### config.mk
export PLATFORM = sky130hd
export DESIGN_NAME = one_lane_bridge_controller
export DESIGN_NICKNAME = d
export VERILOG_FILES = /design/src/rtl/core/olbc_pkg.sv /design/src/rtl/core/one_lane_bridge_controller.sv
export SDC_FILE = /design/constraint.sdc
export NUM_CORES = 1
export LEC_CHECK = 0
export BUFFER_PORTS_ARGS = -buffer_cell sky130_fd_sc_hd__buf_4
export CAP_MARGIN = 20
export CORE_ASPECT_RATIO = 1.75
export CORE_UTILIZATION = 65
export DETAILED_ROUTE_END_ITERATION = 10
export MAX_ROUTING_LAYER = met4
export PLACE_DENSITY = 0.83
export SLEW_MARGIN = 15
export SYNTH_ARGS = -nofsm -noshare
export SYNTH_HDL_FRONTEND = slang
export SYNTH_SLANG_ARGS = --single-unit
### constraint.sdc
create_clock -name clk -period 14.65 [get_ports clk]
set_input_delay 0 -clock clk [delete_from_list [all_inputs] [get_ports clk]]
set_output_delay 0 -clock clk [all_outputs]
set_load 0.05 [all_outputs]
### src/rtl/core/olbc_pkg.sv
package olbc_pkg;

  localparam int MAX_ON_BRIDGE = 16;
  localparam int QUEUE_BITS    = 8;
  localparam int CNT_W         = $clog2(MAX_ON_BRIDGE + 1);
  localparam int TIMER_W       = 16;
  localparam int CFG_IDX_W     = 2;

  localparam logic [QUEUE_BITS-1:0] QUEUE_MAX = {QUEUE_BITS{1'b1}};
  localparam logic [CNT_W-1:0]      BRIDGE_FULL = CNT_W'(MAX_ON_BRIDGE);

  localparam logic [TIMER_W-1:0] ENTRY_DELAY_RST = TIMER_W'(1000);
  localparam logic [TIMER_W-1:0] DRIVE_TIME_RST  = TIMER_W'(5000);

  localparam logic [CFG_IDX_W-1:0] CFG_ENTRY_DELAY = CFG_IDX_W'(0);
  localparam logic [CFG_IDX_W-1:0] CFG_DRIVE_TIME  = CFG_IDX_W'(1);

  localparam logic KIND_SENSOR = 1'b0;
  localparam logic KIND_TICK   = 1'b1;

  localparam int NORTH_BIT = 7;
  localparam int SOUTH_BIT = 5;

  localparam logic SIDE_NORTH = 1'b0;
  localparam logic SIDE_SOUTH = 1'b1;

  typedef enum logic [1:0] {
    DIR_OPEN_NORTH   = 2'd0,
    DIR_OPEN_SOUTH   = 2'd1,
    DIR_CLOSED_NORTH = 2'd2,
    DIR_CLOSED_SOUTH = 2'd3
  } dir_t;

endpackage

### src/rtl/core/one_lane_bridge_controller.sv
// One-lane bridge controller. Takes one request per clock (sensor byte or
// time tick) and returns one result per request. The accepting edge loads
// the input register; the request waits there until the result side can
// advance, and then moves through the update logic into the state and result
// registers. All counters, the poll countdown and the 16 car timers update
// together in that same step, so the sustained rate is one request per cycle
// whenever the result side does not stall. Configuration
// writes (entry delay, drive time) are always ready; cfg_index values beyond
// the two registers are ignored.
module one_lane_bridge_controller import olbc_pkg::*; (
  input  logic                  clk,
  input  logic                  rst_n,
  input  logic                  in_valid,
  output logic                  in_stall,
  input  logic                  in_kind,
  input  logic [7:0]            in_sensor_byte,
  output logic                  out_valid,
  input  logic                  out_stall,
  output logic                  out_admitted,
  output logic                  out_admit_south,
  output logic [QUEUE_BITS-1:0] out_north_waiting,
  output logic [QUEUE_BITS-1:0] out_south_waiting,
  output logic [CNT_W-1:0]      out_cars_on_bridge,
  output logic [1:0]            out_bridge_direction,
  input  logic                  cfg_valid,
  output logic                  cfg_ready,
  input  logic [CFG_IDX_W-1:0]  cfg_index,
  input  logic [TIMER_W-1:0]    cfg_data
);

  logic [TIMER_W-1:0]    entry_delay_r;
  logic [TIMER_W-1:0]    drive_time_r;

  logic                  s1_valid_r;
  logic                  s1_kind_r;
  logic [7:0]            s1_sensor_r;

  logic [QUEUE_BITS-1:0] north_r, north_nxt;
  logic [QUEUE_BITS-1:0] south_r, south_nxt;
  logic [CNT_W-1:0]      bridge_r, bridge_nxt;
  dir_t                  dir_r, dir_nxt;
  logic                  pref_r, pref_nxt;
  logic [TIMER_W-1:0]    poll_r, poll_nxt;
  logic [TIMER_W-1:0]    timer_r   [MAX_ON_BRIDGE];
  logic [TIMER_W-1:0]    timer_nxt [MAX_ON_BRIDGE];

  logic                  out_valid_r;
  logic                  admitted_r, admitted_nxt;
  logic                  admit_south_r, admit_south_nxt;

  logic                  advance, go;

  logic [TIMER_W-1:0]    timer_dec [MAX_ON_BRIDGE];
  logic [MAX_ON_BRIDGE-1:0] expire, busy, long_run, free_slot, first_free;
  logic [CNT_W-1:0]      bridge_tick;
  logic                  pref_tick;
  logic [TIMER_W-1:0]    poll_dec;
  logic [TIMER_W-1:0]    entry_reload, drive_load;
  logic                  poll_now;
  logic                  want, pick;
  dir_t                  dir_poll;

  assign advance  = !out_valid_r || !out_stall;
  assign go       = s1_valid_r && advance;
  assign in_stall = s1_valid_r && !advance;
  assign cfg_ready = 1'b1;

  always_ff @(posedge clk) begin
    if (!rst_n) begin
      entry_delay_r <= ENTRY_DELAY_RST;
      drive_time_r  <= DRIVE_TIME_RST;
    end else if (cfg_valid && cfg_ready) begin
      if (cfg_index == CFG_ENTRY_DELAY) begin
        entry_delay_r <= cfg_data;
      end
      if (cfg_index == CFG_DRIVE_TIME) begin
        drive_time_r <= cfg_data;
      end
    end
  end

  always_ff @(posedge clk) begin
    if (!rst_n) begin
      s1_valid_r <= 1'b0;
    end else if (!in_stall) begin
      s1_valid_r <= in_valid;
    end
  end

  always_ff @(posedge clk) begin
    if (!in_stall && in_valid) begin
      s1_kind_r   <= in_kind;
      s1_sensor_r <= in_sensor_byte;
    end
  end

  // timer update shared by every tick
  always_comb begin
    for (int i = 0; i < MAX_ON_BRIDGE; i++) begin
      busy[i]      = timer_r[i] != '0;
      expire[i]    = timer_r[i] == TIMER_W'(1);
      long_run[i]  = busy[i] && !expire[i];
      timer_dec[i] = busy[i] ? timer_r[i] - TIMER_W'(1) : timer_r[i];
      free_slot[i] = !long_run[i];
    end
  end

  assign first_free   = free_slot & (~free_slot + MAX_ON_BRIDGE'(1));
  assign bridge_tick  = bridge_r - CNT_W'($countones(expire));
  assign pref_tick    = pref_r ^ ((|busy) && !(|long_run));
  assign poll_dec     = (poll_r != '0) ? poll_r - TIMER_W'(1) : poll_r;
  assign poll_now     = poll_dec == '0;
  assign entry_reload = (entry_delay_r == '0) ? TIMER_W'(1) : entry_delay_r;
  assign drive_load   = (drive_time_r == '0) ? TIMER_W'(1) : drive_time_r;

  // admission decision after the tick's retirements
  always_comb begin
    want     = 1'b0;
    pick     = SIDE_NORTH;
    dir_poll = dir_r;
    if (bridge_tick == '0) begin
      if ((pref_tick ? south_r : north_r) != '0) begin
        want = 1'b1;
        pick = pref_tick;
      end else if ((pref_tick ? north_r : south_r) != '0) begin
        want = 1'b1;
        pick = !pref_tick;
      end
      if (want) begin
        dir_poll = pick ? DIR_OPEN_SOUTH : DIR_OPEN_NORTH;
      end
    end else begin
      case (dir_r)
        DIR_OPEN_NORTH: begin
          if (north_r != '0) begin
            want = bridge_tick < BRIDGE_FULL;
            pick = SIDE_NORTH;
          end else if (south_r != '0) begin
            dir_poll = DIR_CLOSED_NORTH;
          end
        end
        DIR_OPEN_SOUTH: begin
          if (south_r != '0) begin
            want = bridge_tick < BRIDGE_FULL;
            pick = SIDE_SOUTH;
          end else if (north_r != '0) begin
            dir_poll = DIR_CLOSED_SOUTH;
          end
        end
        default: begin
          dir_poll = dir_r;
        end
      endcase
    end
  end

  always_comb begin
    north_nxt       = north_r;
    south_nxt       = south_r;
    bridge_nxt      = bridge_r;
    dir_nxt         = dir_r;
    pref_nxt        = pref_r;
    poll_nxt        = poll_r;
    timer_nxt       = timer_r;
    admitted_nxt    = 1'b0;
    admit_south_nxt = 1'b0;
    if (s1_kind_r == KIND_SENSOR) begin
      if (s1_sensor_r[NORTH_BIT] && north_r != QUEUE_MAX) begin
        north_nxt = north_r + QUEUE_BITS'(1);
      end
      if (s1_sensor_r[SOUTH_BIT] && south_r != QUEUE_MAX) begin
        south_nxt = south_r + QUEUE_BITS'(1);
      end
    end else begin
      timer_nxt  = timer_dec;
      bridge_nxt = bridge_tick;
      pref_nxt   = pref_tick;
      poll_nxt   = poll_dec;
      if (poll_now) begin
        poll_nxt = entry_reload;
        dir_nxt  = dir_poll;
        if (want) begin
          admitted_nxt    = 1'b1;
          admit_south_nxt = pick;
          bridge_nxt      = bridge_tick + CNT_W'(1);
          if (pick) begin
            south_nxt = south_r - QUEUE_BITS'(1);
          end else begin
            north_nxt = north_r - QUEUE_BITS'(1);
          end
          for (int i = 0; i < MAX_ON_BRIDGE; i++) begin
            if (first_free[i]) begin
              timer_nxt[i] = drive_load;
            end
          end
        end
      end
    end
  end

  always_ff @(posedge clk) begin
    if (!rst_n) begin
      north_r  <= '0;
      south_r  <= '0;
      bridge_r <= '0;
      dir_r    <= DIR_OPEN_NORTH;
      pref_r   <= SIDE_NORTH;
      poll_r   <= ENTRY_DELAY_RST;
      for (int i = 0; i < MAX_ON_BRIDGE; i++) begin
        timer_r[i] <= '0;
      end
    end else if (go) begin
      north_r  <= north_nxt;
      south_r  <= south_nxt;
      bridge_r <= bridge_nxt;
      dir_r    <= dir_nxt;
      pref_r   <= pref_nxt;
      poll_r   <= poll_nxt;
      timer_r  <= timer_nxt;
    end
  end

  always_ff @(posedge clk) begin
    if (!rst_n) begin
      out_valid_r <= 1'b0;
    end else if (go) begin
      out_valid_r <= 1'b1;
    end else if (!out_stall) begin
      out_valid_r <= 1'b0;
    end
  end

  always_ff @(posedge clk) begin
    if (go) begin
      admitted_r    <= admitted_nxt;
      admit_south_r <= admit_south_nxt;
    end
  end

  assign out_valid            = out_valid_r;
  assign out_admitted         = admitted_r;
  assign out_admit_south      = admit_south_r;
  assign out_north_waiting    = north_r;
  assign out_south_waiting    = south_r;
  assign out_cars_on_bridge   = bridge_r;
  assign out_bridge_direction = dir_r;

endmodule

==> flow_metrics.tcl <==
set metrics [dict create \
    rsz0062_at_grt "no" \
    tightest_slew_ps 1161 \
    synth_warnings 0 \
    routed_wl_um 74920 \
    routedWlPerCell_um 21.86 \
    drive_gt1_share_pct 6.797 \
    cpPeakStageDelay_ps 810 \
    avgSynthCellArea_um2 7.393 \
    worstPathArrival_ps 9690 \
    required_ps 15040 \
    routed-via-count 24130 \
    antenna_left 0 \
    clk_latency_ps 550 \
    die-height_um 245.9 \
    dr.pass1.iters 8 \
    worst_path_max_delay_cell "nand4_1" \
    cts_num_sinks 335 \
    cp_num_buf_inv 3 \
    die_w_um 141.4 \
    timing.final.crit_share_pct 63.44 \
    synth-edff-count 5 \
    async_flop_share_pct 0 \
    fin_nets 3082 \
    synth.distinct_cells 94 \
    finalSetupTns_ps 0 \
    viasPerCell 7.038 \
    syn_to_final_growth_pct 8.675 \
    cts_setup_buffers 0 \
    cts-htree-levels 2 \
    grt_pass1_wl_um 116800 \
    cp_cell_sequence "or4_1, nor4_1, and3_1, fa_1, fa_1, fa_1, fa_1, fa_1, fa_1, inv_1, ha_1, ha_1, inv_1, ha_1, o21ai_0, a221oi_1, a2bb2oi_1, nor4_4, buf_4, nand4_1, mux2_2, a22oi_1, nor2_1" \
    synth-seq-area-share_pct 30.58 \
    timing.hold.ws_ps 65.28 \
    first_iter_violations 2395 \
    syn_area_um2 22100 \
    num_rows 89 \
    cp_max_fo 32 \
    fmax_mhz 107.6 \
    path_delay_family "adder cells" \
    cts_root_buf "clkbuf_16" \
    drc 0 \
    outcome "completed" \
    min_path_type "input port to flop" \
    final_cell_mix "dfxtp_1, nand2_1, a21oi_1" \
    cts_tree "done" \
    r2r_slack_ps 5360 \
    crit_top_cell "fa_1" \
    ys_ff_latch 335 \
    maxSlewViolCount 0 \
    slew_headroom_pct 22.32 \
    grt_max_degree 92 \
    clk_pin_slew_worst_paths_ps 70 \
    finalNonFillerCells 3428 \
    routabilityCongestion 0.9791 \
    numPortBuffers 52 \
    cp-start-kind "flop" \
    fin_crit_ps 9295 \
    layout_commonest_cell "dfxtp_1" \
    skew_ps 21.35 \
    overflow 0 \
    postSynthCellCount 2989 \
    finalSetupViolations 0 \
    criticalPathCategory "flop to flop" \
    initial_core_util_pct 65.71 \
    synthesis.nets 3121 \
    clk_path_buf_depth 3 \
    endpoint_kind "flop" \
    antenna_found_initial 1 \
    ios 60 \
    placedCellCount 3333 \
    core_area_um2 33630 \
    cts_inserted_buffers 34 \
    hold_viol_final 0 \
    maxCapViolations 0 \
    grtUsageTotal_pct 43.51 \
    yosys_most_used_dff "dfxtp_1" \
    fin_util_pct 71.41 \
    hpwl_um 47710 \
    die_area_um2 34770 \
    grt_pass1_vias 23270 \
]
## metrics by stage
stage,setup WS [ps],cell area (um^2)
floorplan,7306,22100
global placement,5789,22500
detailed placement,5632,22510
CTS,5551,23970
global route,5013,24010
finish,5356,24010
## synthesized netlist by cell type (all sizes together) (75+ instances only)
cell type | number | area (um^2)
nand2 | 320 | 1201
a21oi | 293 | 1470
inv | 138 | 518.0
nand3 | 115 | 585.6
ha | 79 | 988.5
o22ai | 75 | 469.2
clkbuf | 141 | 530.5
nor4 | 87 | 565.5
nor3 | 178 | 939.7
o21ai | 243 | 1216
dfxtp | 330 | 6606
nor2 | 230 | 863.3
## sequential cells by signal (all words and copies together) (netlist names), 2 cells and up
register / cells
timer_r: 256
drive_time_r: 16
entry_delay_r: 16
poll_r: 16
out_north_waiting: 8
out_south_waiting: 8
out_cars_on_bridge: 5
out_bridge_direction: 2
s1_sensor_r: 2
## logic make-up (layout without fill, tap and decap cells)
logic type / count (synthesis) / count (layout) / synth area share (%)
other cells: 1 / 2 / 0.01697
flops: 335 / 335 / 30.58
compound gates: 917 / 917 / 25.73
buf+inv: 332 / 315 / 5.979
simple gates: 1243 / 1243 / 28.62
mux: 40 / 40 / 1.863
xor+xnor: 21 / 21 / 0.8324
fa+ha+maj: 100 / 100 / 6.376
## cell type report
type,count,area [um^2]
Clock buffer,48,1017
Antenna cell,1,2.502
Multi-Input combinational cell,2322,14050
Sequential cell,335,6756
Timing Repair Buffer,117,985.9
Tap cell,455,569.3
Clock inverter,10,108.9
Fill cell,2714,9615
Inverter,140,528.0
## repair_timing
item	in CTS	in global routing
gates resized for setup	0	0
hold buffers	33	0
hold endpoints to repair	46	0
## path summary, 6_finish.rpt
path,start,to,cells past startpoint
max reg2reg,timer_r[200],timer_r[196],23
min reg2reg,timer_r[197],timer_r[197],2
max,timer_r[200],timer_r[196],23
min,cfg_index[0],entry_delay_r[8],4
## routing by layer
metal,up-vias,share of wire [%],wire length [um],track usage [%]
met5,-,0,0,-
met4,0,9.5,7084,39.15
met3,456,8.7,6545,7.692
met2,1333,47,35370,70.94
met1,11360,35,25920,44.67
li1,10980,-,-,-
## worst min-delay path: cells and delay by family
family	cells	cell delay, ps
buf+inv	1	100
simple gates	3	470
Power is left out: the tool's default activity adds up to more than one toggle a clock period on the data nets, which glitch-free logic cannot reach.
